### config.mk
export PLATFORM = sky130hd
export DESIGN_NAME = pedal_gear_speed_setpoint_top
export DESIGN_NICKNAME = d
export VERILOG_FILES = /design/src/rtl/core/pgss_pkg.sv /design/src/rtl/core/pedal_gear_speed_setpoint_top.sv
export SDC_FILE = /design/constraint.sdc
export NUM_CORES = 1
export LEC_CHECK = 0
export ABC_AREA = 1
export BUFFER_PORTS_ARGS = -buffer_cell sky130_fd_sc_hd__buf_4
export CAP_MARGIN = 30
export CORE_ASPECT_RATIO = 0.9
export CORE_UTILIZATION = 40
export DETAILED_ROUTE_END_ITERATION = 7
export SYNTH_ARGS = -nofsm -noshare
export SYNTH_HDL_FRONTEND = slang
export SYNTH_SLANG_ARGS = --single-unit
### constraint.sdc
create_clock -name clk -period 11.69 [get_ports clk]
set_clock_uncertainty 0.2 [all_clocks]
set_input_delay 0.5845 -clock clk [delete_from_list [all_inputs] [get_ports clk]]
set_output_delay 0.5845 -clock clk [all_outputs]
set_load 0.03 [all_outputs]
### src/rtl/core/pgss_pkg.sv
// Package for the pedal and gear speed setpoint block.
// Holds the register map, gear codes, reset values and the pedal percent function.
// No dependencies.
package pgss_pkg;

    typedef logic [1:0] gear_t;

    localparam gear_t GEAR_NEUTRAL = 2'd0;
    localparam gear_t GEAR_FIRST   = 2'd1;
    localparam gear_t GEAR_SECOND  = 2'd2;

    typedef logic [2:0] reg_index_t;

    localparam reg_index_t REG_NEUTRAL_DECAY = 3'd0;
    localparam reg_index_t REG_FIRST_GAIN    = 3'd1;
    localparam reg_index_t REG_SECOND_GAIN   = 3'd2;
    localparam reg_index_t REG_BRAKE_GAIN    = 3'd3;
    localparam reg_index_t REG_FIRST_LIMIT   = 3'd4;
    localparam reg_index_t REG_SECOND_LIMIT  = 3'd5;

    localparam logic [11:0] RST_NEUTRAL_DECAY = 12'd400;
    localparam logic [7:0]  RST_FIRST_GAIN    = 8'd16;
    localparam logic [7:0]  RST_SECOND_GAIN   = 8'd24;
    localparam logic [7:0]  RST_BRAKE_GAIN    = 8'd32;
    localparam logic [17:0] RST_FIRST_LIMIT   = 18'd80000;
    localparam logic [17:0] RST_SECOND_LIMIT  = 18'd200000;

    localparam logic [6:0]  PCT_MAX     = 7'd100;
    localparam logic [18:0] PCT_SCALE   = 19'd100;
    localparam logic [18:0] FULL_SCALE  = 19'd4081;
    // 257 / 2^20 sits just above 1 / 4081: the estimate is exact or one high
    localparam logic [27:0] PCT_RECIP   = 28'd257;

    // floor(raw * 100 / 4081), saturated at 100
    function automatic logic [6:0] to_percent(input logic [11:0] raw);
        logic [18:0] scaled;
        logic [27:0] est;
        logic [6:0]  p;
        logic [18:0] back;
        scaled = 19'(raw) * PCT_SCALE;
        est    = 28'(scaled) * PCT_RECIP;
        p      = est[26:20];
        back   = 19'(p) * FULL_SCALE;
        if (back > scaled)
        begin
            p = p - 7'd1;
        end
        if (p > PCT_MAX)
        begin
            p = PCT_MAX;
        end
        return p;
    endfunction

endpackage

### src/rtl/core/pedal_gear_speed_setpoint_top.sv
// Each result is held in the output register, after the input, sum and average registers.
// Throughput: one item per cycle unless m_tready stalls; one result per WINDOW items.
// Stages: input register, percent and window sums, window averages, speed update.
// Reset (rst_n, asynchronous, active low) clears sums, count, kept speed and valid flags,
// and loads the configuration registers with their default values.
// Top level of the pedal and gear speed setpoint block.
// Depends on pgss_pkg.
module pedal_gear_speed_setpoint_top
    import pgss_pkg::*;
#(
    parameter int WINDOW = 16
)
(
    input  logic        clk,
    input  logic        rst_n,
    // s_tdata: brake_raw[11:0], throttle_raw[23:12], neutral_pin[24], second_pin[25], zero
    input  logic        s_tvalid,
    output logic        s_tready,
    input  logic [31:0] s_tdata,
    // m_tdata: speed[17:0], brake_average[24:18], throttle_average[31:25], gear_used[33:32]
    output logic        m_tvalid,
    input  logic        m_tready,
    output logic [39:0] m_tdata,
    input  logic        psel,
    input  logic        penable,
    input  logic        pwrite,
    input  logic [4:0]  paddr,
    input  logic [31:0] pwdata,
    output logic [31:0] prdata,
    output logic        pready
);

    localparam int CNT_W = $clog2(WINDOW);
    localparam int SUM_W = $clog2(100 * WINDOW + 1);
    localparam int SH    = SUM_W + 1;
    localparam int RECIP = (2 ** SH) / WINDOW;
    localparam logic [CNT_W-1:0] LAST_C  = CNT_W'(WINDOW - 1);
    localparam logic [SUM_W:0]   WIN_C   = (SUM_W + 1)'(WINDOW);
    localparam logic [SUM_W+SH-1:0] RECIP_C = (SUM_W + SH)'(RECIP);

    // floor(sum / WINDOW): reciprocal estimate, low by at most one, then correct
    function automatic logic [6:0] window_avg(input logic [SUM_W-1:0] sum);
        logic [SUM_W+SH-1:0] prod;
        logic [SUM_W-1:0]    q;
        logic [SUM_W:0]      back;
        logic [SUM_W:0]      rem;
        prod = (SUM_W + SH)'(sum) * RECIP_C;
        q    = prod[SUM_W+SH-1:SH];
        back = (SUM_W + 1)'(q) * WIN_C;
        rem  = {1'b0, sum} - back;
        if (rem >= WIN_C)
        begin
            q = q + 1'b1;
        end
        return q[6:0];
    endfunction

    // configuration registers
    logic [11:0] neutral_decay_reg;
    logic [7:0]  first_gain_reg;
    logic [7:0]  second_gain_reg;
    logic [7:0]  brake_gain_reg;
    logic [17:0] first_limit_reg;
    logic [17:0] second_limit_reg;
    logic        cfg_write;

    assign pready    = 1'b1;
    assign cfg_write = psel && penable && pwrite;

    always_ff @(posedge clk or negedge rst_n)
    begin
        if (!rst_n)
        begin
            neutral_decay_reg <= RST_NEUTRAL_DECAY;
            first_gain_reg    <= RST_FIRST_GAIN;
            second_gain_reg   <= RST_SECOND_GAIN;
            brake_gain_reg    <= RST_BRAKE_GAIN;
            first_limit_reg   <= RST_FIRST_LIMIT;
            second_limit_reg  <= RST_SECOND_LIMIT;
        end
        else if (cfg_write)
        begin
            unique case (paddr[4:2])
                REG_NEUTRAL_DECAY: neutral_decay_reg <= pwdata[11:0];
                REG_FIRST_GAIN:    first_gain_reg    <= pwdata[7:0];
                REG_SECOND_GAIN:   second_gain_reg   <= pwdata[7:0];
                REG_BRAKE_GAIN:    brake_gain_reg    <= pwdata[7:0];
                REG_FIRST_LIMIT:   first_limit_reg   <= pwdata[17:0];
                REG_SECOND_LIMIT:  second_limit_reg  <= pwdata[17:0];
                default:           ;
            endcase
        end
    end

    always_comb
    begin
        unique case (paddr[4:2])
            REG_NEUTRAL_DECAY: prdata = {20'd0, neutral_decay_reg};
            REG_FIRST_GAIN:    prdata = {24'd0, first_gain_reg};
            REG_SECOND_GAIN:   prdata = {24'd0, second_gain_reg};
            REG_BRAKE_GAIN:    prdata = {24'd0, brake_gain_reg};
            REG_FIRST_LIMIT:   prdata = {14'd0, first_limit_reg};
            REG_SECOND_LIMIT:  prdata = {14'd0, second_limit_reg};
            default:           prdata = 32'd0;
        endcase
    end

    // stage flow
    logic in_valid_reg;
    logic win_valid_reg;
    logic avg_valid_reg;
    logic out_valid_reg;
    logic in_last;
    logic in_go;
    logic win_move;
    logic avg_move;
    logic out_free;
    logic avg_free;
    logic win_free;
    logic s_take;

    assign out_free = !out_valid_reg || m_tready;
    assign avg_move = avg_valid_reg && out_free;
    assign avg_free = !avg_valid_reg || avg_move;
    assign win_move = win_valid_reg && avg_free;
    assign win_free = !win_valid_reg || win_move;
    assign in_go    = in_valid_reg && (!in_last || win_free);
    assign s_tready = !in_valid_reg || in_go;
    assign s_take   = s_tvalid && s_tready;

    // input register
    logic [11:0] brake_raw_reg;
    logic [11:0] throttle_raw_reg;
    logic        neutral_pin_reg;
    logic        second_pin_reg;

    always_ff @(posedge clk or negedge rst_n)
    begin
        if (!rst_n)
        begin
            in_valid_reg <= 1'b0;
        end
        else if (s_take)
        begin
            in_valid_reg <= 1'b1;
        end
        else if (in_go)
        begin
            in_valid_reg <= 1'b0;
        end
    end

    always_ff @(posedge clk)
    begin
        if (s_take)
        begin
            brake_raw_reg    <= s_tdata[11:0];
            throttle_raw_reg <= s_tdata[23:12];
            neutral_pin_reg  <= s_tdata[24];
            second_pin_reg   <= s_tdata[25];
        end
    end

    // percent and window sums
    logic [CNT_W-1:0] count_reg;
    logic [SUM_W-1:0] brake_sum_reg;
    logic [SUM_W-1:0] throttle_sum_reg;
    logic [SUM_W-1:0] brake_sum_next;
    logic [SUM_W-1:0] throttle_sum_next;
    logic [SUM_W-1:0] win_brake_reg;
    logic [SUM_W-1:0] win_throttle_reg;
    gear_t            gear_in;
    gear_t            win_gear_reg;

    assign in_last           = (count_reg == LAST_C);
    assign brake_sum_next    = brake_sum_reg + SUM_W'(to_percent(brake_raw_reg));
    assign throttle_sum_next = throttle_sum_reg + SUM_W'(to_percent(throttle_raw_reg));

    always_comb
    begin
        if (neutral_pin_reg)
        begin
            gear_in = GEAR_NEUTRAL;
        end
        else if (second_pin_reg)
        begin
            gear_in = GEAR_SECOND;
        end
        else
        begin
            gear_in = GEAR_FIRST;
        end
    end

    always_ff @(posedge clk or negedge rst_n)
    begin
        if (!rst_n)
        begin
            count_reg        <= '0;
            brake_sum_reg    <= '0;
            throttle_sum_reg <= '0;
        end
        else if (in_go)
        begin
            if (in_last)
            begin
                count_reg        <= '0;
                brake_sum_reg    <= '0;
                throttle_sum_reg <= '0;
            end
            else
            begin
                count_reg        <= count_reg + 1'b1;
                brake_sum_reg    <= brake_sum_next;
                throttle_sum_reg <= throttle_sum_next;
            end
        end
    end

    always_ff @(posedge clk or negedge rst_n)
    begin
        if (!rst_n)
        begin
            win_valid_reg <= 1'b0;
        end
        else if (in_go && in_last)
        begin
            win_valid_reg <= 1'b1;
        end
        else if (win_move)
        begin
            win_valid_reg <= 1'b0;
        end
    end

    always_ff @(posedge clk)
    begin
        if (in_go && in_last)
        begin
            win_brake_reg    <= brake_sum_next;
            win_throttle_reg <= throttle_sum_next;
            win_gear_reg     <= gear_in;
        end
    end

    // window averages
    logic [6:0] avg_brake_reg;
    logic [6:0] avg_throttle_reg;
    gear_t      avg_gear_reg;

    always_ff @(posedge clk or negedge rst_n)
    begin
        if (!rst_n)
        begin
            avg_valid_reg <= 1'b0;
        end
        else if (win_move)
        begin
            avg_valid_reg <= 1'b1;
        end
        else if (avg_move)
        begin
            avg_valid_reg <= 1'b0;
        end
    end

    always_ff @(posedge clk)
    begin
        if (win_move)
        begin
            avg_brake_reg    <= window_avg(win_brake_reg);
            avg_throttle_reg <= window_avg(win_throttle_reg);
            avg_gear_reg     <= win_gear_reg;
        end
    end

    // speed update
    logic [17:0]        speed_now_reg;
    logic [17:0]        speed_next;
    logic [7:0]         gain;
    logic [17:0]        limit;
    logic [14:0]        up_prod;
    logic [14:0]        down_prod;
    logic signed [19:0] base;
    logic signed [19:0] moved;

    assign gain      = (avg_gear_reg == GEAR_SECOND) ? second_gain_reg : first_gain_reg;
    assign limit     = (avg_gear_reg == GEAR_SECOND) ? second_limit_reg : first_limit_reg;
    assign up_prod   = 15'(gain) * 15'(avg_throttle_reg);
    assign down_prod = 15'(brake_gain_reg) * 15'(avg_brake_reg);
    assign base      = signed'({2'b00, speed_now_reg});

    always_comb
    begin
        moved = base;
        if (avg_gear_reg == GEAR_NEUTRAL)
        begin
            moved = base - signed'({8'd0, neutral_decay_reg});
        end
        else if (avg_brake_reg == 7'd0 && avg_throttle_reg != 7'd0)
        begin
            moved = base + signed'({5'd0, up_prod});
        end
        else if (avg_brake_reg != 7'd0 && avg_throttle_reg == 7'd0)
        begin
            moved = base - signed'({5'd0, down_prod});
        end

        if (moved < 20'sd0)
        begin
            speed_next = '0;
        end
        else if (avg_gear_reg != GEAR_NEUTRAL && moved > signed'({2'b00, limit}))
        begin
            speed_next = limit;
        end
        else
        begin
            speed_next = moved[17:0];
        end
    end

    logic [6:0] out_brake_reg;
    logic [6:0] out_throttle_reg;
    gear_t      out_gear_reg;

    always_ff @(posedge clk or negedge rst_n)
    begin
        if (!rst_n)
        begin
            speed_now_reg <= '0;
            out_valid_reg <= 1'b0;
        end
        else
        begin
            if (avg_move)
            begin
                speed_now_reg <= speed_next;
                out_valid_reg <= 1'b1;
            end
            else if (m_tready)
            begin
                out_valid_reg <= 1'b0;
            end
        end
    end

    always_ff @(posedge clk)
    begin
        if (avg_move)
        begin
            out_brake_reg    <= avg_brake_reg;
            out_throttle_reg <= avg_throttle_reg;
            out_gear_reg     <= avg_gear_reg;
        end
    end

    assign m_tvalid = out_valid_reg;
    assign m_tdata  = {6'd0, out_gear_reg, out_throttle_reg, out_brake_reg, speed_now_reg};

`ifndef SYNTH
    a_count_range: assert property (@(posedge clk) disable iff (!rst_n)
        count_reg <= LAST_C)
        else $error("window count beyond window");

    a_no_overwrite: assert property (@(posedge clk) disable iff (!rst_n)
        !(in_go && in_last && win_valid_reg && !win_move))
        else $error("window sums overwritten");

    a_avg_range: assert property (@(posedge clk) disable iff (!rst_n)
        avg_valid_reg |-> (avg_brake_reg <= PCT_MAX && avg_throttle_reg <= PCT_MAX))
        else $error("average above full scale");

    a_gear_limit: assert property (@(posedge clk) disable iff (!rst_n)
        avg_move && avg_gear_reg != GEAR_NEUTRAL |=> speed_now_reg <= $past(limit))
        else $error("speed above gear limit");

    a_out_hold: assert property (@(posedge clk) disable iff (!rst_n)
        out_valid_reg && !m_tready |=> $stable(speed_now_reg))
        else $error("kept speed changed while result waits");
`endif

endmodule

* Word-level counts from Yosys, hierarchy flattened
Cells that the tools add are included.
W data, S select, Z words.
** Word-level totals
- Memory bits (read-only) :: 0
- Bits in latches :: 0
- Bits of input ports :: 76
- Word-level logic and storage cells :: 125
- Bits in registers :: 202
- Memories kept :: 0
- Bits in writable memories :: 0
- Output and inout bits :: 75
** Operators by class
- Reduce and logical (&&, ||, !) cells :: 37
- Multiplexer cells :: 26
- Equal/unequal tests :: 7
- Bitwise gates (word level) :: 0
- Multipliers :: 8
- Shifts and indexed selects :: 0
- Add/subtract/negate cells :: 12
- Divide/modulo/power cells :: 0
- Magnitude comparators :: 8
** Operators by type and width (number)
- $pmux W18 S6 :: 1
- $mux W20 :: 3
- $mux W18 :: 3
- $mul A17 B9 Y25 const B :: 2
- $mux W7 :: 6
- $gt A19 B19 Y1 :: 2
- $mul A7 B12 Y19 const B :: 2
- $mul A12 B5 Y17 const B :: 2
- $mul A8 B7 Y15 :: 2
- $ge A12 B5 Y1 const B :: 2
- $sub A11 B11 Y12 :: 2
- $add A11 B7 Y11 :: 2
- $mux W11 :: 2
- $gt A20 B19 Y1 :: 1
- $lt A20 B1 Y1 const B :: 1
- $add A18 B15 Y19 :: 1
- $sub A18 B12 Y19 :: 1
- $sub A18 B15 Y19 :: 1
- $add A7 B1 Y7 const B :: 2
- $gt A7 B7 Y1 const B :: 2
- $logic_not A7 Y1 :: 2
- $reduce_bool A7 Y1 :: 2
- $sub A7 B1 Y7 const B :: 2
- $reduce_and A2 Y1 :: 6
- other kinds (16) :: 46

* Longest topological paths before layout
- Depth in word-level cells :: 11
- Gate-level depth with buffers :: 76
- Gate-level depth less buffers :: 76

* Worst setup path before layout
Ideal clock, no wire load.
- Path kind :: reg2reg
- Start :: register throttle_raw_reg[6]
- End :: register win_throttle_reg[10] (data pin)
- Data required time :: 11233 ps
- Path slack :: 98 ps
- Clock period less this slack :: 11592 ps
- Cell stages (with the launch flop) :: 68
- Setup time :: 257 ps
- Path buffers :: 0
- Data arrival time :: 11136 ps
- Cells stage by stage :: edfxtp_1 ha_1 ha_1 inv_1 fa_1 inv_1 ha_1 a21oi_1 nor2_1 o21ai_0 nand4_1 xor2_1 inv_1 a21oi_1 nor2_1 ha_1 ha_1 nand2_1 (+32 left out) nand3_2 nand2_4 o21ai_1 nor2_1 nand2_1 a21oi_1 ha_1 inv_1 fa_1 o21ai_0 a21oi_1 o21bai_1 nand2_1 a21oi_1 nand2_1 nor2_1 xor2_1 inv_1
** Between the ends
- Longest elaborated chain between the ends :: 8
- Elaborated cells on any way between the ends :: 9
- Classes of those cells :: 2 x add/sub; 3 x mul; 2 x order compare; 2 x mux
** Ends and longest elaborated chain
- start: declaration :: line pedal_gear_speed_setpoint_top.sv:133 : logic [11:0] throttle_raw_reg;
- start signal: assignment :: line pedal_gear_speed_setpoint_top.sv:158 : throttle_raw_reg <= s_tdata[23:12];
- $mul A12 B5 Y17 (*) :: line pgss_pkg.sv:40 : scaled = 19'(raw) * PCT_SCALE;
- $mul A17 B9 Y25 :: line pgss_pkg.sv:41 : est = 28'(scaled) * PCT_RECIP;
- $mul A7 B12 Y19 :: line pgss_pkg.sv:43 : back = 19'(p) * FULL_SCALE;
- $gt A19 B19 Y1 :: line pgss_pkg.sv:44 : if (back > scaled)
- $mux W7 (*) :: line pgss_pkg.sv:44
- $gt A7 B7 Y1 :: line pgss_pkg.sv:48 : if (p > PCT_MAX)
- $mux W7 (*) :: line pgss_pkg.sv:48
- $add A11 B7 Y11 (*) :: line pedal_gear_speed_setpoint_top.sv:177 : assign throttle_sum_next = throttle_sum_reg + SUM_W'(to_percent(throttle_raw_reg));
- named net throttle_sum_next[10] :: line pedal_gear_speed_setpoint_top.sv:169 : logic [SUM_W-1:0] throttle_sum_next;
- end signal: assignment :: line pedal_gear_speed_setpoint_top.sv:241 : win_throttle_reg <= throttle_sum_next;
- end: declaration :: line pedal_gear_speed_setpoint_top.sv:171 : logic [SUM_W-1:0] win_throttle_reg;
The timed path passes the listed nets; every way through them passes the cells marked *.
A chain may end at the register's enable or synchronous reset.

* Worst setup path in the final report
Ends and elaborated chain as after synthesis.

==> out/summary.json <==
{
  "outcome": {"value": "complete, no violations"},
  "worst_max_slew_pin_slew": {"value": 1.07, "unit": "ns"},
  "maxUsedRoutingLayer": {"value": "met4"},
  "synth_simple_gate_area_frac": {"value": 0.206},
  "synth_top_family_by_area": {"value": "adder cells"},
  "overflow": {"value": 0},
  "cell_taking_the_most_area_after_synthesis": {"value": "sky130_fd_sc_hd__ha_1"},
  "clkTransAtPathRegs": {"value": 0.08, "unit": "ns"},
  "cp.required": {"value": 11.72, "unit": "ns"},
  "initialDrtViolationCount": {"value": 1153},
  "top_cell_by_count_worst_path": {"value": "sky130_fd_sc_hd__nand2_2"},
  "critical_path_arrival": {"value": 11.41, "unit": "ns"},
  "starting_density": {"value": 0.407},
  "detail_route.vias_per_cell": {"value": 4.86},
  "final.hold.worst_slack": {"value": 0.0492, "unit": "ns"},
  "wirelength": {"value": 61800, "unit": "µm"},
  "filler_instances": {"value": 5498},
  "grt_start_max_net_pins": {"value": 70},
  "critical_path_buf_inv_count": {"value": 11},
  "critical-path-slowest-cell": {"value": "sky130_fd_sc_hd__fa_1"},
  "cts-hold-fix-buffers": {"value": 0},
  "layout-drive-gt1-share": {"value": 0.231},
  "final_count_of_negative_setup_slack_endpoints": {"value": 0},
  "io_buffer_count": {"value": 107},
  "synth.distinct_cells": {"value": 67},
  "synth_ff_type": {"value": "sky130_fd_sc_hd__dfrtp_1"},
  "synth-seq-cells": {"value": 194},
  "worst_setup_path_end_kind": {"value": "flip-flop"},
  "yosys_warnings": {"value": 0},
  "synthMuxAreaShare": {"value": 0},
  "diodes": {"value": 0},
  "h-tree-depth": {"value": 4},
  "detailedPlacementHpwl": {"value": 49800, "unit": "µm"},
  "wl_per_cell": {"value": 14.9, "unit": "µm"},
  "async_reset_ff_frac": {"value": 0.619},
  "dr_total_vias": {"value": 20156},
  "synth.most_common_cell": {"value": "sky130_fd_sc_hd__nand2_1"},
  "ant_nets": {"value": 0},
  "cp-start-kind": {"value": "flip-flop"},
  "synthesis.area": {"value": 23300, "unit": "µm²"},
  "max_slew_headroom": {"value": 0.280},
  "die_h": {"value": 231, "unit": "µm"},
  "tritoncts.num_buffers": {"value": 17},
  "worst_hold_path_type": {"value": "in2async"},
  "max_stage_delay": {"value": 0.56, "unit": "ns"},
  "path_max_fanout": {"value": 5},
  "synthesis.area_per_instance": {"value": 7.76, "unit": "µm²"},
  "route.detailed.drc": {"value": 0},
  "yosys.area.top_type_share": {"value": 0.190},
  "flow.area_growth_from_synthesis": {"value": 23.9, "unit": "%"},
  "synth_cells": {"value": 2998},
  "report.final.slew_viol_count": {"value": 0},
  "hold_viol_final": {"value": 0},
  "post_synth_fa_ha_maj_area_fraction": {"value": 0.306},
  "wl_met2": {"value": 28700, "unit": "µm"},
  "cts_tree": {"value": "built"},
  "finalNetCount": {"value": 3935},
  "synth_compound_gate_area_share": {"value": 0.116},
  "io_pins": {"value": 151},
  "core_area": {"value": 57200, "unit": "µm²"},
  "cp_top_family": {"value": "adder cells"},
  "row_count": {"value": 83},
  "grt_pass1_vias": {"value": 19442},
  "combined_global_route_utilization_of_all_metal_layers": {"value": 0.208},
  "finalWeightedCongestion": {"value": 0.897},
  "m1WireLength": {"value": 29100, "unit": "µm"},
  "grt_first_pass_wirelength": {"value": 98700, "unit": "µm"},
  "drtPass1Iterations": {"value": 5},
  "synth.yosys.seq_area_share": {"value": 0.225},
  "grt_setup_unrepaired": {"value": "yes"},
  "cts.sinks": {"value": 194},
  "post_synth_xor_area_fraction": {"value": 0.0353},
  "antenna_found_initial": {"value": 0},
  "synth.cells.most_frequent": {"value": "sky130_fd_sc_hd__nand2_1 (647), sky130_fd_sc_hd__inv_1 (571), sky130_fd_sc_hd__ha_1 (353)"},
  "dieArea": {"value": 59100, "unit": "µm²"},
  "fin_crit_sh": {"value": 0.974},
  "max_cap_viol_count": {"value": 0},
  "met3RoutedLength": {"value": 2570, "unit": "µm"},
  "max_clock_freq": {"value": 0.0879, "unit": "GHz"},
  "max-clock-path-buffers": {"value": 2},
  "min_period": {"value": 11.38, "unit": "ns"},
  "clock-root-buffer": {"value": "sky130_fd_sc_hd__clkbuf_16"},
  "die_width": {"value": 256, "unit": "µm"},
  "worstSetupPathType": {"value": "reg2reg"},
  "netlist_top_cells_area": {"value": "sky130_fd_sc_hd__ha_1 (19%), sky130_fd_sc_hd__fa_1 (12%), sky130_fd_sc_hd__dfrtp_1 (11%)"},
  "edff_count_synth": {"value": 74},
  "clock_insertion_delay_worst_skew": {"value": 0.48, "unit": "ns"}
}
[metrics by stage]
stage / area, µm² / instances / util / worst slack (ns) / setup TNS (ns)
floorplan: 23300 / 3017 / - / 0.0977 / 0
finish: 28800 / 4149 / 0.504 / 0.308 / 0
CTS: 27400 / 4114 / 0.479 / 0.00275 / 0
detailed placement: 26700 / 4077 / 0.467 / -0.414 / -2.59
global placement: 26700 / 4077 / 0.467 / -0.302 / -1.51
global route: 28800 / 4149 / 0.504 / -0.476 / -4.66
[cell type report]
class / instances / area (µm²) / share of cell area
multi-input combinational: 2161 / 16700 / 0.579
sequential: 194 / 5250 / 0.182
timing repair buffer: 406 / 3100 / 0.108
inverter: 591 / 2230 / 0.0774
tap: 765 / 957 / 0.0332
clock buffer: 19 / 443 / 0.0154
clock inverter: 13 / 146 / 0.00508
[cells by family after synthesis]
group | Yosys count
buffers and inverters | 663
and+or+nand+nor | 1088
xor gates and xnor gates | 92
AOI/OAI and AO/OA | 471
other | 2
adders and majority gates | 488
DFF | 194
[worst paths after layout]
kind	endpoint	cells past startpoint	slack, ns	from
setup reg to reg	win_throttle_reg[10]$_DFFE_PP_	68	0.31	throttle_raw_reg[6]$_DFFE_PP_
hold / removal	first_limit_reg[9]$_DFFE_PN0P_	1	0.05	rst_n
max in group asynchronous	throttle_sum_reg[9]$_DFFE_PN0P_	2	9.95	rst_n
min in group clk	second_pin_reg$_DFFE_PP_	1	0.08	s_tdata[25]
setup / recovery	win_throttle_reg[10]$_DFFE_PP_	68	0.31	throttle_raw_reg[6]$_DFFE_PP_
hold reg to reg	avg_brake_reg[2]$_DFFE_PP_	0	0.22	win_brake_reg[6]$_DFFE_PP_
[per-layer routing]
layer / track usage / vias to the layer above
met1: 0.282 / 9312
met2: 0.342 / 401
li1: - / 10377
met5: 0 / -
met4: 0.0619 / 0
met3: 0.0310 / 66
[repair_timing]
action	in CTS	in global routing
gates resized for setup	27	253
buffers inserted	4	37
cloned	1	0
pin swaps	11	183
endpoints found under the setup margin	15	33
[layout by cell type (no fill, tap or decap), types with 17 or more instances in the layout]
cell type,instances
sky130_fd_sc_hd__nand2_1,598
sky130_fd_sc_hd__inv_1,539
sky130_fd_sc_hd__buf_4,393
sky130_fd_sc_hd__ha_1,310
sky130_fd_sc_hd__o21ai_0,169
sky130_fd_sc_hd__nor2_1,144
sky130_fd_sc_hd__fa_1,132
sky130_fd_sc_hd__a21oi_1,123
sky130_fd_sc_hd__nand3_1,116
sky130_fd_sc_hd__dfrtp_1,102
sky130_fd_sc_hd__edfxtp_1,74
sky130_fd_sc_hd__nand2_2,72
sky130_fd_sc_hd__xor2_1,60
sky130_fd_sc_hd__inv_2,45
sky130_fd_sc_hd__ha_4,39
sky130_fd_sc_hd__nand4_1,30
sky130_fd_sc_hd__xnor2_1,25
sky130_fd_sc_hd__nor2_2,24
sky130_fd_sc_hd__nand2_4,23
sky130_fd_sc_hd__a21oi_2,23
sky130_fd_sc_hd__o21ai_1,21
sky130_fd_sc_hd__nand3_2,21
sky130_fd_sc_hd__o22ai_1,21
sky130_fd_sc_hd__conb_1,21
sky130_fd_sc_hd__nor2_4,18
sky130_fd_sc_hd__dfstp_2,18
sky130_fd_sc_hd__clkbuf_16,17
[worst reg2reg max path: cells and delay by family, from the launching register on]
kind | cells | cell delay, ns
AND/OR/NAND/NOR | 31 | 3.07
adder cells (fa/ha/maj) | 15 | 4.99
AO/OA/AOI/OAI | 8 | 1.07
XOR/XNOR | 3 | 0.48
flip-flops | 1 | 0.43
buffers and inverters | 11 | 0.88
Power is not shown: default switching activity piles up to over one toggle a cycle in this logic, so the estimate is an artifact.
